`src/hw/rtl/value_scaled_pointer_velocity_top_defines.svh`:
```
// Assertion macros shared by the pointer velocity block.
// Both macros use the clock clk of the module that uses them; VSPV_ASSERT also uses arst_n.
`ifndef VALUE_SCALED_POINTER_VELOCITY_TOP_DEFINES_SVH
`define VALUE_SCALED_POINTER_VELOCITY_TOP_DEFINES_SVH
`ifndef SYNTH
`define VSPV_ASSERT(lbl, prop, msg) \
	lbl: assert property (@(posedge clk) disable iff (!arst_n) prop) else $error(msg);
`define VSPV_ASSERT_ALWAYS(lbl, prop, msg) \
	lbl: assert property (@(posedge clk) prop) else $error(msg);
`else
`define VSPV_ASSERT(lbl, prop, msg)
`define VSPV_ASSERT_ALWAYS(lbl, prop, msg)
`endif
`endif

```
`src/hw/rtl/vspv_pkg.sv`:
```
// ----------------------------------------------------------------------------
// vspv_pkg
// Types, codes and helper functions of the value-scaled pointer velocity block.
// ----------------------------------------------------------------------------
package vspv_pkg;

	// Command codes of an input transaction.
	localparam logic [1:0] CMD_PRESS   = 2'd0;
	localparam logic [1:0] CMD_RELEASE = 2'd1;
	localparam logic [1:0] CMD_TICK    = 2'd2;

	// Configuration register indexes.
	localparam logic [1:0] REG_VALUE_LOW  = 2'd0;
	localparam logic [1:0] REG_VALUE_HIGH = 2'd1;
	localparam logic [1:0] REG_SPEED_LOW  = 2'd2;
	localparam logic [1:0] REG_SPEED_HIGH = 2'd3;

	localparam logic signed [15:0] VALUE_LOW_RST  = 16'sd0;
	localparam logic signed [15:0] VALUE_HIGH_RST = 16'sd100;
	localparam logic signed [15:0] SPEED_LOW_RST  = 16'sd200;
	localparam logic signed [15:0] SPEED_HIGH_RST = 16'sd1800;

	// Divider geometry: magnitude of a 17x17 signed product over a 16-bit divisor.
	localparam int DVD_W = 34;
	localparam int DSR_W = 16;
	localparam int CNT_W = $clog2(DVD_W);

	typedef enum logic [1:0] {
		SGN_ZERO = 2'd0,
		SGN_POS  = 2'd1,
		SGN_NEG  = 2'd2
	} sign_t;

	typedef enum logic [2:0] {
		ST_IDLE,
		ST_MUL,
		ST_DIV_GO,
		ST_DIV,
		ST_FIN,
		ST_EMIT0,
		ST_EMIT1
	} state_t;

	function automatic sign_t sign_code(input logic signed [15:0] d);
		sign_t s;
		if (d == 16'sd0) begin
			s = SGN_ZERO;
		end else if (d[15]) begin
			s = SGN_NEG;
		end else begin
			s = SGN_POS;
		end
		return s;
	endfunction

	function automatic logic [15:0] axis_move(input sign_t s, input logic [15:0] p);
		logic [15:0] m;
		case (s)
			SGN_POS: m = p;
			SGN_NEG: m = 16'd0 - p;
			default: m = 16'd0;
		endcase
		return m;
	endfunction

endpackage

```
`src/hw/rtl/vspv_in_if.sv`:
```
// ----------------------------------------------------------------------------
// vspv_in_if
// Input channel: one command transaction with direction, value and key data.
// ----------------------------------------------------------------------------
interface vspv_in_if;
	logic               valid;
	logic               ready;
	logic [1:0]         cmd;
	logic signed [15:0] dir_x;
	logic signed [15:0] dir_y;
	logic signed [31:0] stored_value;
	logic [14:0]        key_position;
	logic [7:0]         layer_number;

	modport source (output valid, cmd, dir_x, dir_y, stored_value, key_position,
		layer_number, input ready);
	modport sink (input valid, cmd, dir_x, dir_y, stored_value, key_position,
		layer_number, output ready);
endinterface

```
`src/hw/rtl/vspv_out_if.sv`:
```
// ----------------------------------------------------------------------------
// vspv_out_if
// Result channel: one move press or release transaction.
// ----------------------------------------------------------------------------
interface vspv_out_if;
	logic               valid;
	logic               ready;
	logic               is_press;
	logic signed [15:0] move_x;
	logic signed [15:0] move_y;
	logic [14:0]        out_position;
	logic [7:0]         out_layer;
	logic               last;

	modport source (output valid, is_press, move_x, move_y, out_position, out_layer,
		last, input ready);
	modport sink (input valid, is_press, move_x, move_y, out_position, out_layer,
		last, output ready);
endinterface

```
`src/hw/rtl/vspv_cfg_if.sv`:
```
// ----------------------------------------------------------------------------
// vspv_cfg_if
// Configuration write channel: register index and 16-bit write data.
// ----------------------------------------------------------------------------
interface vspv_cfg_if;
	logic        valid;
	logic        ready;
	logic [1:0]  addr;
	logic [15:0] data;

	modport source (output valid, addr, data, input ready);
	modport sink (input valid, addr, data, output ready);
endinterface

```
`src/hw/rtl/vspv_div.sv`:
```
// ----------------------------------------------------------------------------
// vspv_div
// Unsigned restoring divider, one quotient bit per cycle through one subtractor.
// ----------------------------------------------------------------------------
`include "value_scaled_pointer_velocity_top_defines.svh"

module vspv_div import vspv_pkg::*; (
	input  logic             clk,
	input  logic             arst_n,
	input  logic             start,
	input  logic [DVD_W-1:0] dividend,
	input  logic [DSR_W-1:0] divisor,
	output logic             done,
	output logic [DVD_W-1:0] quotient
);

	logic             busy_q;
	logic             done_q;
	logic [CNT_W-1:0] cnt_q;
	logic [DVD_W-1:0] dvd_q;
	logic [DSR_W-1:0] rem_q;
	logic [DSR_W-1:0] dsr_q;

	logic [DSR_W:0]   shifted;
	logic [DSR_W+1:0] diff;
	logic             fits;

	// The dividend shifts out at the top while quotient bits enter at the bottom.
	assign shifted = {rem_q, dvd_q[DVD_W-1]};
	assign diff    = {1'b0, shifted} - {2'b00, dsr_q};
	assign fits    = !diff[DSR_W+1];

	always_ff @(posedge clk or negedge arst_n) begin
		if (!arst_n) begin
			busy_q <= 1'b0;
			done_q <= 1'b0;
			cnt_q  <= '0;
		end else begin
			done_q <= 1'b0;
			if (start) begin
				busy_q <= 1'b1;
				cnt_q  <= '0;
			end else if (busy_q) begin
				if (cnt_q == CNT_W'(DVD_W - 1)) begin
					busy_q <= 1'b0;
					done_q <= 1'b1;
				end
				cnt_q <= cnt_q + CNT_W'(1);
			end
		end
	end

	always_ff @(posedge clk) begin
		if (start) begin
			dvd_q <= dividend;
			dsr_q <= divisor;
			rem_q <= '0;
		end else if (busy_q) begin
			dvd_q <= {dvd_q[DVD_W-2:0], fits};
			rem_q <= fits ? diff[DSR_W-1:0] : shifted[DSR_W-1:0];
		end
	end

	assign done     = done_q;
	assign quotient = dvd_q;

	`VSPV_ASSERT(a_start_busy, start |=> busy_q, "divider not busy after start")
	`VSPV_ASSERT(a_done_after_busy, done_q |-> $past(busy_q), "done without a running division")

endmodule

```
`src/hw/rtl/value_scaled_pointer_velocity_top.sv`:
```
// A press or tick result is registered after states ST_MUL, ST_DIV_GO, ST_DIV
// and ST_FIN, a release result from ST_EMIT0; the 34-step divider dominates.
// Throughput: commands are taken only in ST_IDLE, so a press, active tick or
// active release ends before the next is taken; anything else every cycle; a
// result held by a stalled output adds the cycles it waits.
// Reset: arst_n clears sequencer, pointer and output-valid state and loads register reset values; ready at once.
// ----------------------------------------------------------------------------
// value_scaled_pointer_velocity_top
// Maps a stored value onto a pointer speed and issues move press and release
// transactions for a held direction key, under a small sequencer.
// ----------------------------------------------------------------------------
`include "value_scaled_pointer_velocity_top_defines.svh"

module value_scaled_pointer_velocity_top import vspv_pkg::*; (
	input  logic  clk,
	input  logic  arst_n,
	vspv_in_if.sink    item_in,
	vspv_out_if.source result_out,
	vspv_cfg_if.sink   cfg
);

	state_t state_q, state_d;

	// Configuration registers.
	logic signed [15:0] vlow_q, vhigh_q, slow_q, shigh_q;

	// Pointer state.
	logic        active_q;
	sign_t       sign_x_q, sign_y_q;
	logic [15:0] cur_x_q, cur_y_q;
	logic [14:0] held_pos_q;
	logic [7:0]  held_lay_q;

	// Latched input transaction.
	logic [1:0]         cmd_q;
	logic signed [31:0] val_q;
	logic [14:0]        pos_q;
	logic [7:0]         lay_q;
	sign_t              new_sx_q, new_sy_q;

	// Arithmetic registers.
	logic [DVD_W-1:0] num_mag_q;
	logic [DSR_W-1:0] den_mag_q;
	logic             qneg_q;
	logic [15:0]      nx_q, ny_q;

	// Output register.
	logic        ov_q;
	logic        o_press_q, o_last_q;
	logic [15:0] o_x_q, o_y_q;
	logic [14:0] o_pos_q;
	logic [7:0]  o_lay_q;

	logic             in_acc;
	logic             div_start, div_done;
	logic [DVD_W-1:0] quo;
	logic             emit_ok, emit_ld;

	vspv_div u_div (
		.clk      (clk),
		.arst_n   (arst_n),
		.start    (div_start),
		.dividend (num_mag_q),
		.divisor  (den_mag_q),
		.done     (div_done),
		.quotient (quo)
	);

	// Clamp the value and form the scaled product.
	logic signed [15:0] vcl;
	logic signed [16:0] dv, ds, den;
	logic signed [33:0] prod;

	always_comb begin
		if (val_q < 32'(vlow_q)) begin
			vcl = vlow_q;
		end else if (val_q > 32'(vhigh_q)) begin
			vcl = vhigh_q;
		end else begin
			vcl = val_q[15:0];
		end
		dv   = 17'(vcl) - 17'(vlow_q);
		ds   = 17'(shigh_q) - 17'(slow_q);
		den  = 17'(vhigh_q) - 17'(vlow_q);
		prod = 34'(dv) * 34'(ds);
	end

	// Signed quotient, offset, final clamp and per-axis moves.
	logic signed [34:0] qs;
	logic signed [35:0] vel;
	logic signed [15:0] vel16;
	sign_t              use_sx, use_sy;
	logic [15:0]        mx, my;

	always_comb begin
		qs  = qneg_q ? -$signed({1'b0, quo}) : $signed({1'b0, quo});
		vel = 36'(slow_q) + 36'(qs);
		if (vlow_q == vhigh_q) begin
			vel16 = shigh_q;
		end else if (vel < 36'(slow_q)) begin
			vel16 = slow_q;
		end else if (vel > 36'(shigh_q)) begin
			vel16 = shigh_q;
		end else begin
			vel16 = vel[15:0];
		end
		use_sx = (cmd_q == CMD_PRESS) ? new_sx_q : sign_x_q;
		use_sy = (cmd_q == CMD_PRESS) ? new_sy_q : sign_y_q;
		mx     = axis_move(use_sx, vel16);
		my     = axis_move(use_sy, vel16);
	end

	assign in_acc  = item_in.valid && item_in.ready;
	assign emit_ok = !ov_q || result_out.ready;

	always_ff @(posedge clk or negedge arst_n) begin
		if (!arst_n) begin
			state_q <= ST_IDLE;
		end else begin
			state_q <= state_d;
		end
	end

	always_comb begin
		state_d       = state_q;
		item_in.ready = 1'b0;
		div_start     = 1'b0;
		emit_ld       = 1'b0;
		case (state_q)
			ST_IDLE: begin
				item_in.ready = 1'b1;
				if (item_in.valid) begin
					case (item_in.cmd)
						CMD_PRESS:   state_d = ST_MUL;
						CMD_RELEASE: state_d = active_q ? ST_EMIT0 : ST_IDLE;
						CMD_TICK:    state_d = active_q ? ST_MUL : ST_IDLE;
						default:     state_d = ST_IDLE;
					endcase
				end
			end
			ST_MUL: state_d = ST_DIV_GO;
			ST_DIV_GO: begin
				div_start = 1'b1;
				state_d   = ST_DIV;
			end
			ST_DIV: begin
				if (div_done) begin
					state_d = ST_FIN;
				end
			end
			ST_FIN: begin
				if (cmd_q == CMD_TICK && mx == cur_x_q && my == cur_y_q) begin
					state_d = ST_IDLE;
				end else begin
					state_d = ST_EMIT0;
				end
			end
			ST_EMIT0: begin
				if (emit_ok) begin
					emit_ld = 1'b1;
					state_d = (cmd_q == CMD_TICK) ? ST_EMIT1 : ST_IDLE;
				end
			end
			ST_EMIT1: begin
				if (emit_ok) begin
					emit_ld = 1'b1;
					state_d = ST_IDLE;
				end
			end
			default: state_d = ST_IDLE;
		endcase
	end

	// Configuration writes must arrive only while the block is idle; the block itself does not enforce it.
	assign cfg.ready = 1'b1;

	always_ff @(posedge clk or negedge arst_n) begin
		if (!arst_n) begin
			vlow_q  <= VALUE_LOW_RST;
			vhigh_q <= VALUE_HIGH_RST;
			slow_q  <= SPEED_LOW_RST;
			shigh_q <= SPEED_HIGH_RST;
		end else if (cfg.valid && cfg.ready) begin
			case (cfg.addr)
				REG_VALUE_LOW:  vlow_q  <= cfg.data;
				REG_VALUE_HIGH: vhigh_q <= cfg.data;
				REG_SPEED_LOW:  slow_q  <= cfg.data;
				REG_SPEED_HIGH: shigh_q <= cfg.data;
				default: ;
			endcase
		end
	end

	always_ff @(posedge clk or negedge arst_n) begin
		if (!arst_n) begin
			active_q   <= 1'b0;
			sign_x_q   <= SGN_ZERO;
			sign_y_q   <= SGN_ZERO;
			cur_x_q    <= '0;
			cur_y_q    <= '0;
			held_pos_q <= '0;
			held_lay_q <= '0;
			ov_q       <= 1'b0;
		end else begin
			if (state_q == ST_FIN && cmd_q == CMD_PRESS) begin
				active_q   <= 1'b1;
				sign_x_q   <= new_sx_q;
				sign_y_q   <= new_sy_q;
				held_pos_q <= pos_q;
				held_lay_q <= lay_q;
				cur_x_q    <= mx;
				cur_y_q    <= my;
			end
			if (state_q == ST_EMIT0 && emit_ld) begin
				if (cmd_q == CMD_RELEASE) begin
					active_q <= 1'b0;
				end
				// A tick commits the new move once the release of the old one is out.
				if (cmd_q == CMD_TICK) begin
					cur_x_q <= nx_q;
					cur_y_q <= ny_q;
				end
			end
			if (emit_ld) begin
				ov_q <= 1'b1;
			end else if (result_out.ready) begin
				ov_q <= 1'b0;
			end
		end
	end

	always_ff @(posedge clk) begin
		if (in_acc) begin
			cmd_q    <= item_in.cmd;
			val_q    <= item_in.stored_value;
			pos_q    <= item_in.key_position;
			lay_q    <= item_in.layer_number;
			new_sx_q <= sign_code(item_in.dir_x);
			new_sy_q <= sign_code(item_in.dir_y);
		end
		if (state_q == ST_MUL) begin
			num_mag_q <= prod[33] ? DVD_W'(-prod) : DVD_W'(prod);
			den_mag_q <= den[16] ? DSR_W'(-den) : DSR_W'(den);
			qneg_q    <= prod[33] ^ den[16];
		end
		if (state_q == ST_FIN) begin
			nx_q <= mx;
			ny_q <= my;
		end
		if (emit_ld) begin
			o_press_q <= (state_q == ST_EMIT1) || (cmd_q == CMD_PRESS);
			o_last_q  <= (state_q == ST_EMIT1) || (cmd_q != CMD_TICK);
			o_x_q     <= cur_x_q;
			o_y_q     <= cur_y_q;
			o_pos_q   <= (cmd_q == CMD_TICK) ? held_pos_q : pos_q;
			o_lay_q   <= (cmd_q == CMD_TICK) ? held_lay_q : lay_q;
		end
	end

	assign result_out.valid        = ov_q;
	assign result_out.is_press     = o_press_q;
	assign result_out.move_x       = o_x_q;
	assign result_out.move_y       = o_y_q;
	assign result_out.out_position = o_pos_q;
	assign result_out.out_layer    = o_lay_q;
	assign result_out.last         = o_last_q;

	`VSPV_ASSERT(a_done_in_div, div_done |-> state_q == ST_DIV, "division ended outside its wait state")
	`VSPV_ASSERT(a_no_second_early, in_acc |=> state_q != ST_EMIT1, "second result without first")
	`VSPV_ASSERT_ALWAYS(a_reset_idle, !arst_n |-> state_q == ST_IDLE, "sequencer busy in reset")

endmodule
```
`src/flat_wrapper.sv`:
```
// flat-port wrapper written by rule: the top's interface ports become plain ports
module value_scaled_pointer_velocity_top_flat import vspv_pkg::*;
  (clk, arst_n, item_in_valid, item_in_cmd, item_in_dir_x, item_in_dir_y, item_in_stored_value, item_in_key_position, item_in_layer_number, item_in_ready, result_out_valid, result_out_is_press, result_out_move_x, result_out_move_y, result_out_out_position, result_out_out_layer, result_out_last, result_out_ready, cfg_valid, cfg_addr, cfg_data, cfg_ready);
  vspv_in_if item_in_i ();
  vspv_out_if result_out_i ();
  vspv_cfg_if cfg_i ();
  input  logic clk;
  input  logic arst_n;
  input wire logic [$bits(item_in_i.valid)-1:0] item_in_valid;
  input wire logic [$bits(item_in_i.cmd)-1:0] item_in_cmd;
  input wire logic [$bits(item_in_i.dir_x)-1:0] item_in_dir_x;
  input wire logic [$bits(item_in_i.dir_y)-1:0] item_in_dir_y;
  input wire logic [$bits(item_in_i.stored_value)-1:0] item_in_stored_value;
  input wire logic [$bits(item_in_i.key_position)-1:0] item_in_key_position;
  input wire logic [$bits(item_in_i.layer_number)-1:0] item_in_layer_number;
  output wire logic [$bits(item_in_i.ready)-1:0] item_in_ready;
  output wire logic [$bits(result_out_i.valid)-1:0] result_out_valid;
  output wire logic [$bits(result_out_i.is_press)-1:0] result_out_is_press;
  output wire logic [$bits(result_out_i.move_x)-1:0] result_out_move_x;
  output wire logic [$bits(result_out_i.move_y)-1:0] result_out_move_y;
  output wire logic [$bits(result_out_i.out_position)-1:0] result_out_out_position;
  output wire logic [$bits(result_out_i.out_layer)-1:0] result_out_out_layer;
  output wire logic [$bits(result_out_i.last)-1:0] result_out_last;
  input wire logic [$bits(result_out_i.ready)-1:0] result_out_ready;
  input wire logic [$bits(cfg_i.valid)-1:0] cfg_valid;
  input wire logic [$bits(cfg_i.addr)-1:0] cfg_addr;
  input wire logic [$bits(cfg_i.data)-1:0] cfg_data;
  output wire logic [$bits(cfg_i.ready)-1:0] cfg_ready;
  assign item_in_i.valid = item_in_valid;
  assign item_in_i.cmd = item_in_cmd;
  assign item_in_i.dir_x = item_in_dir_x;
  assign item_in_i.dir_y = item_in_dir_y;
  assign item_in_i.stored_value = item_in_stored_value;
  assign item_in_i.key_position = item_in_key_position;
  assign item_in_i.layer_number = item_in_layer_number;
  assign item_in_ready = item_in_i.ready;
  assign result_out_valid = result_out_i.valid;
  assign result_out_is_press = result_out_i.is_press;
  assign result_out_move_x = result_out_i.move_x;
  assign result_out_move_y = result_out_i.move_y;
  assign result_out_out_position = result_out_i.out_position;
  assign result_out_out_layer = result_out_i.out_layer;
  assign result_out_last = result_out_i.last;
  assign result_out_i.ready = result_out_ready;
  assign cfg_i.valid = cfg_valid;
  assign cfg_i.addr = cfg_addr;
  assign cfg_i.data = cfg_data;
  assign cfg_ready = cfg_i.ready;
  value_scaled_pointer_velocity_top u_core (.clk(clk), .arst_n(arst_n), .item_in(item_in_i), .result_out(result_out_i), .cfg(cfg_i));
endmodule
```
`config.mk`:
```
export PLATFORM = sky130hd
export DESIGN_NAME = value_scaled_pointer_velocity_top_flat
export DESIGN_NICKNAME = d
export VERILOG_FILES = /design/src/hw/rtl/vspv_pkg.sv /design/src/hw/rtl/vspv_in_if.sv /design/src/hw/rtl/vspv_out_if.sv /design/src/hw/rtl/vspv_cfg_if.sv /design/src/hw/rtl/vspv_div.sv /design/src/hw/rtl/value_scaled_pointer_velocity_top.sv /design/src/flat_wrapper.sv
export VERILOG_INCLUDE_DIRS = /design/src /design/src/hw/rtl
export SDC_FILE = /design/constraint.sdc
export NUM_CORES = 2
export LEC_CHECK = 0
export BUFFER_PORTS_ARGS = -buffer_cell sky130_fd_sc_hd__buf_2
export CORE_MARGIN = 5
export CORE_UTILIZATION = 50
export CTS_BUF_LIST = sky130_fd_sc_hd__clkbuf_8
export CTS_CLUSTER_DIAMETER = 200
export DETAILED_ROUTE_END_ITERATION = 16
export GPL_TIMING_DRIVEN = 0
export HOLD_SLACK_MARGIN = 0.08
export PLACE_DENSITY = 0.67
export SYNTH_ARGS = -nofsm -noshare
export SYNTH_HDL_FRONTEND = slang
export SYNTH_SLANG_ARGS = --single-unit
```
`constraint.sdc`:
```
create_clock -name clk -period 22 [get_ports clk]
set_input_delay 3.3 -clock clk [delete_from_list [all_inputs] [get_ports clk]]
set_output_delay 3.3 -clock clk [all_outputs]
set_load 0.01 [all_outputs]
```
## Word-level counts from Yosys, hierarchy flattened

Cells that the tools add are included.

- Bits in registers: 403
- Logic and storage cells: 155

- Magnitude comparators: 4
- Add/subtract/negate cells: 10
- Bitwise logic cells: 1
- Equal/unequal tests: 26
- Muxes and demuxes: 52
- Reduce and logical (&&, ||, !) cells: 24
- Multiply operators: 1

Operator list:

| kind | number |
|---|---|
| 16-bit two-way mux | 13 |
| 34-bit two-way mux | 2 |
| 16-bit one-hot mux with 2 select lines | 2 |
| 16-bit by 16-bit subtractor with 17-bit output | 3 |
| 16-bit equality test | 3 |
| 16-bit by 35-bit adder with 36-bit output | 1 |
| 36-bit by 16-bit > comparator with 1-bit output | 1 |
| 36-bit by 16-bit < comparator with 1-bit output | 1 |
| 35-bit two-way mux | 1 |
| 34-bit negator with 35-bit output | 1 |
| 17-bit by 17-bit multiplier with 34-bit output | 1 |
| 34-bit negator | 1 |
| 33-bit two-way mux | 1 |
| 32-bit by 16-bit > comparator with 1-bit output | 1 |
| 16-bit logical NOT | 2 |
| 32-bit by 16-bit < comparator with 1-bit output | 1 |
| 3-bit two-way mux | 7 |
| 3-bit one-hot mux with 7 select lines | 1 |
| 17-bit by 16-bit subtractor with 18-bit output | 1 |
| 1-bit two-way mux | 16 |
| 16-bit negator | 1 |
| 1-bit by 16-bit subtractor with 16-bit output (first input constant) | 1 |
| 15-bit two-way mux | 1 |
| 2-bit equality test (second input constant) | 6 |
| 22 further kinds | 49 |

## Longest topological paths before layout

- Word-level depth: 14
- Depth in mapped cells: 65

## Hierarchy

From an unflattened synthesis, not the netlist that was laid out.

- Cell total of the unflattened synthesis: 4064
- Area, all modules: 38091.5 sq um

By module, submodules not included:

| module | area an instance (sq um) | instances | cells each |
|---|---|---|---|
| value_scaled_pointer_velocity_top | 34210.3 | 1 | 3741 |
| vspv_div | 3881.2 | 1 | 323 |

## Worst setup path after synthesis

OpenSTA, ideal clock, no wires.

- Path type: flip-flop to flip-flop
- Start point: register u_core.vlow_q[1]
- End point: register u_core.num_mag_q[23], data pin
- Stages on the path, launching flop included: 62
- Clock period less this slack: 14.263 ns
- Slack: 7.737 ns
- Arrival time: 13.995 ns
- Cell sequence: dfrtp_1 -> inv_1 -> ha_1 -> a21o_1 -> a21o_1 -> a21oi_1 -> nor2b_1 -> o21ai_0 -> nand2b_1 -> a21o_1 -> a21o_1 -> a21o_1 -> a21o_1 -> a2111oi_0 -> o21bai_1 -> a22oi_1 -> mux2i_1 -> clkbuf_1 -> [... 26 more ...] -> inv_1 -> ha_1 -> clkbuf_1 -> nand3_1 -> or3_1 -> o21ai_0 -> o31a_1 -> nor3_1 -> or3_1 -> o21ai_0 -> o31a_1 -> o21ai_0 -> a21boi_0 -> mux2_2 -> nor2_1 -> clkbuf_1 -> nor2_1 -> xor2_1

- Word-level cells in the longest chain between the ends: 6

Ends and longest elaborated chain:

| what | line | RTL |
|---|---|---|
| start, declared | value_scaled_pointer_velocity_top.sv:25 | `logic signed [15:0] vlow_q, vhigh_q, slow_q, shigh_q;` |
| start signal, assigned | value_scaled_pointer_velocity_top.sv:185 | `REG_VALUE_LOW: vlow_q <= cfg.data;` |
| 32-bit by 16-bit < comparator with 1-bit output | value_scaled_pointer_velocity_top.sv:75 | `if (val_q < 32'(vlow_q)) begin` |
| 16-bit two-way mux | value_scaled_pointer_velocity_top.sv:75 |  |
| 16-bit by 16-bit subtractor with 17-bit output (*) | value_scaled_pointer_velocity_top.sv:82 | `dv = 17'(vcl) - 17'(vlow_q);` |
| 17-bit by 17-bit multiplier with 34-bit output (*) | value_scaled_pointer_velocity_top.sv:85 | `prod = 34'(dv) * 34'(ds);` |
| 34-bit negator | value_scaled_pointer_velocity_top.sv:242 | `num_mag_q <= prod[33] ? DVD_W'(-prod) : DVD_W'(prod);` |
| 33-bit two-way mux (*) | value_scaled_pointer_velocity_top.sv:242 |  |
| end signal, assigned | value_scaled_pointer_velocity_top.sv:242 |  |
| end, declared | value_scaled_pointer_velocity_top.sv:42 | `logic [DVD_W-1:0] num_mag_q;` |

Every way passes the cells marked *; elsewhere a longest branch is shown, timed or not.
A chain may end at the register's enable or synchronous reset.

## Final worst setup path

Ends and elaborated chain as after synthesis.

==> results.toml <==
[status]
run_status = "finished, final reports clean"

[yosys]
number_of_enable_type_register_cells_in_the_synthesized_netlist = 251
syn-cell-area_um2 = 37500
ys_ff_latch = 403
synth.yosys.seq_area_share_pct = 30.1
yosysWarnings = 0
ys_types = 97
postSynthCellCount = 3894
biggest_area_consumer_among_synthesized_cells = "edfxtp_1"
synth_top_flop_cell = "edfxtp_1"
portion_of_synthesized_cell_area_occupied_by_the_leading_cell_type_pct = 20.1
synthesis.nets = 4628
syn-mean-instance-area_um2 = 9.62
ys_async_sr_fraction_pct = 33.7
synth_area_leaders = "edfxtp_1, fa_1, ha_1, dfrtp_1, inv_1"

[timing]
layout_worst_path_cycle_share_pct = 79.7
fin_crit_ns = 17.53
max_slew.worst_pin.slew_ns = 1.35
worst_slew_margin_rel_pct = 9.20
fin_setup_tns_ns = 0
setup_viol_count_final = 0
finalHoldViolCount = 0
skew_ns = 0.0393
rsz0062_at_grt = "no"
report.final.slew_viol_count = 0
finalHoldWorstSlack_ns = 0.417
fmax_mhz = 57.0

[global_route]
grt_pass1_vias = 30008
number_of_antenna_violations_at_the_first_check_in_global_routing = 8
grt_pass1_wl_um = 166000
grt_util_all_layers_pct = 25.8
gr_overflow_total = 0
grt_max_degree = 91

[worst_setup_path]
regToRegSetupSlack_ns = 4.47
critical-path-max-stage-delay_ns = 0.99
crit_fanout = 10
worstPathRequired_ns = 22.38
critical_path.startpoint_type = "register"
slowest_stage = "xor2_1"
critical_path.endpoint_type = "register"
timing.critical_path.mode_cell = "a21o_1"
regToRegStartpoint = "u_core.vlow_q[1]"
critical_path.startpoint = "u_core.vlow_q[1]"
worstSetupPathType = "register to register"
cp.arrival_ns = 17.91

[floorplan]
die_w_um = 284
floorplan.die_area_um2 = 80500
num_io_pins = 172
start_util_pct = 50.4
core_footprint_um2 = 74300
core.rowCount = 100
die_outline_height_um = 284

[detailed_routing]
postRouteWirelength_um = 104000
remaining_drc_errors = 0
routed-via-count = 29373
drt.antenna.violating_nets = 0
route.detailed.wl_per_inst_um = 20.1
drt_pre_antenna_iters = 6
initialDrtViolationCount = 2046
via_per_inst = 5.68

[place]
final_wtd_congestion = 0.995
dp_cells = 5040
post-dp-hpwl_um = 82900
placement.cell_area_um2 = 39700
io_buffer_count = 170

[run]
drv.max_cap_violation_count = 0

[cells_and_area]
drive_gt1_share_pct = 11.3
nets = 4878
multi_input_comb_area_um2 = 23800
finish.instance_area_um2 = 41200
ff_latch_area_um2 = 11300
filler_cell_count = 6743
layoutNonFillerInstCount = 5174
areaGrowthSynthToFinish_pct = 9.94

[clock_tree]
cts_tree = "built"
tritoncts_num_sinks = 403
post_cts_sizing = 0
cts.clk_slew.worst_paths_ns = 0.06
post-cts-setup-buffer-count = 0
cts-buffers-inserted = 70
cts-root-to-sink-buffers = 3
cts.hold.buffers_added = 0
cts-htree-levels = 3
clock-root-buffer = "clkbuf_8"
insertion_delay_ns = 0.68

[min_path]
hold_crit_start = "u_core.den_mag_q[15]"
worst_hold_path_type = "register to register"
==> final cells by class <==
class                   instances  share of cell area [%]
inverters                     520                    4.74
clock buffers                  81                    2.71
repair buffers                178                    2.41
clock inverters                48                   0.878
multi-input cells            2841                    57.7
well taps                     969                    2.94
plain buffers                 130                    1.25
diodes                          4                  0.0243
flip-flops and latches        403                    27.4
==> cells in the mapped netlist, drive strengths merged, types with 15 or more instances <==
master and n:
xnor2 160, o31ai 27, edfxtp 251, and2 24
nand3 35, clkbuf 112, mux2 113, nor2b 46
o21bai 20, nand2 366, dfrtp 126, nor4 25
buf 18, dfxtp 16, o21a 17, a21oi 167
or3 26, nor3 66, nor2 345, o211ai 15
o21ai 200, a22oi 23, nand2b 52, xor2 56
a21o 58, a22o 20, a211oi 18, ha 328
or2 21, inv 520, mux2i 76, fa 294
a31oi 18, nand4 37, a21boi 19, o22ai 26
==> worst max-delay path: cells and delay by family, from the launching register on <==
kind / cells / cell delay (ns)
AO/OA/AOI/OAI: 28 / 5.48
adder cells (fa/ha/maj): 10 / 4.41
AND/OR/NAND/NOR: 11 / 2.36
buffers and inverters: 7 / 1.85
multiplexers: 3 / 1.54
XOR/XNOR: 2 / 1.16
flip-flops: 1 / 0.42
==> routing by layer <==
layer	share of wire, %	wire length (µm)	vias to the layer above	global-route usage (%)
li1	-	-	13816	-
met1	42	43500	14288	33.2
met2	47	49200	1033	43.5
met3	6.9	7210	230	4.34
met4	4.1	4290	6	10.5
met5	0.039	41	-	0
==> registers in the layout, indices dropped and copies added, names as in the netlist, 15 cells and up <==
name / flops
u_core.val_q: 32
u_core.den_mag_q: 16
u_core.nx_q: 16
u_core.vhigh_q: 16
u_core.result_out.out_position: 15
u_core.result_out.move_x: 16
u_core.u_div.quotient: 34
u_core.pos_q: 15
u_core.slow_q: 16
u_core.result_out.move_y: 16
u_core.u_div.rem_q: 16
u_core.u_div.dsr_q: 16
u_core.shigh_q: 16
u_core.held_pos_q: 15
u_core.ny_q: 16
u_core.cur_x_q: 16
u_core.cur_y_q: 16
u_core.vlow_q: 16
u_core.num_mag_q: 34
==> through the flow <==
| stage | worst slack (ns) | utilization [%] |
|---|---|---|
| 6_report | 4.47 | 55.4 |
| 4_1_cts | 4.48 | 55.4 |
| 3_5_place_dp | 4.61 | 53.4 |
| 5_1_grt | 3.17 | 55.4 |
| 3_3_place_gp | 4.61 | 53.2 |
| 2_1_floorplan | 7.74 | - |
==> worst paths after layout <==
check | to | cells past startpoint
worst max-delay path | u_core.num_mag_q[23] | 61
worst min register to register | u_core.u_div.dsr_q[15] | 0
min in group asynchronous | u_core.held_pos_q[5] | 1
max in group asynchronous | u_core.vhigh_q[5] | 2
worst max register to register | u_core.num_mag_q[23] | 61
worst min-delay path | u_core.u_div.dsr_q[15] | 0
==> layout by cell type (no fill, tap or decap), types with 22 or more instances in the layout <==
cell type | netlist | layout
edfxtp_1 | 251 | 251
o31ai_1 | 27 | 27
nand4_1 | 34 | 34
and2_1 | 24 | 23
buf_2 | 3 | 173
nand2b_1 | 52 | 52
nor3_1 | 65 | 65
o21ai_0 | 195 | 195
xor2_1 | 56 | 56
o22ai_1 | 25 | 25
ha_1 | 328 | 328
nand3_1 | 34 | 34
nor2b_1 | 46 | 46
or3_1 | 26 | 26
fa_1 | 294 | 294
clkbuf_1 | 111 | 111
mux2_2 | 113 | 113
mux2i_1 | 76 | 76
nand2_1 | 366 | 366
xnor2_1 | 160 | 159
clkbuf_8 | 0 | 81
a21oi_1 | 167 | 167
nor4_1 | 22 | 22
nor2_1 | 343 | 341
dfrtp_1 | 126 | 126
inv_1 | 519 | 537
a21o_1 | 58 | 58
==> cell families (layout without fill, tap and decap cells) <==
logic type                 after synthesis  in the layout  synth area share, %
AOI/OAI and AO/OA                      712            712                 12.4
xor gates and xnor gates               216            216                 5.05
adders and majority gates              626            626                 26.8
buffers and inverters                  650            957                 6.58
DFF                                    403            403                 30.1
muxes                                  189            189                 5.43
other                                    1              5               0.0100
and+or+nand+nor                       1097           1097                 13.7
Power is left out: the tool's default activity adds up to more than one toggle a clock period on the data nets, which glitch-free logic cannot reach.
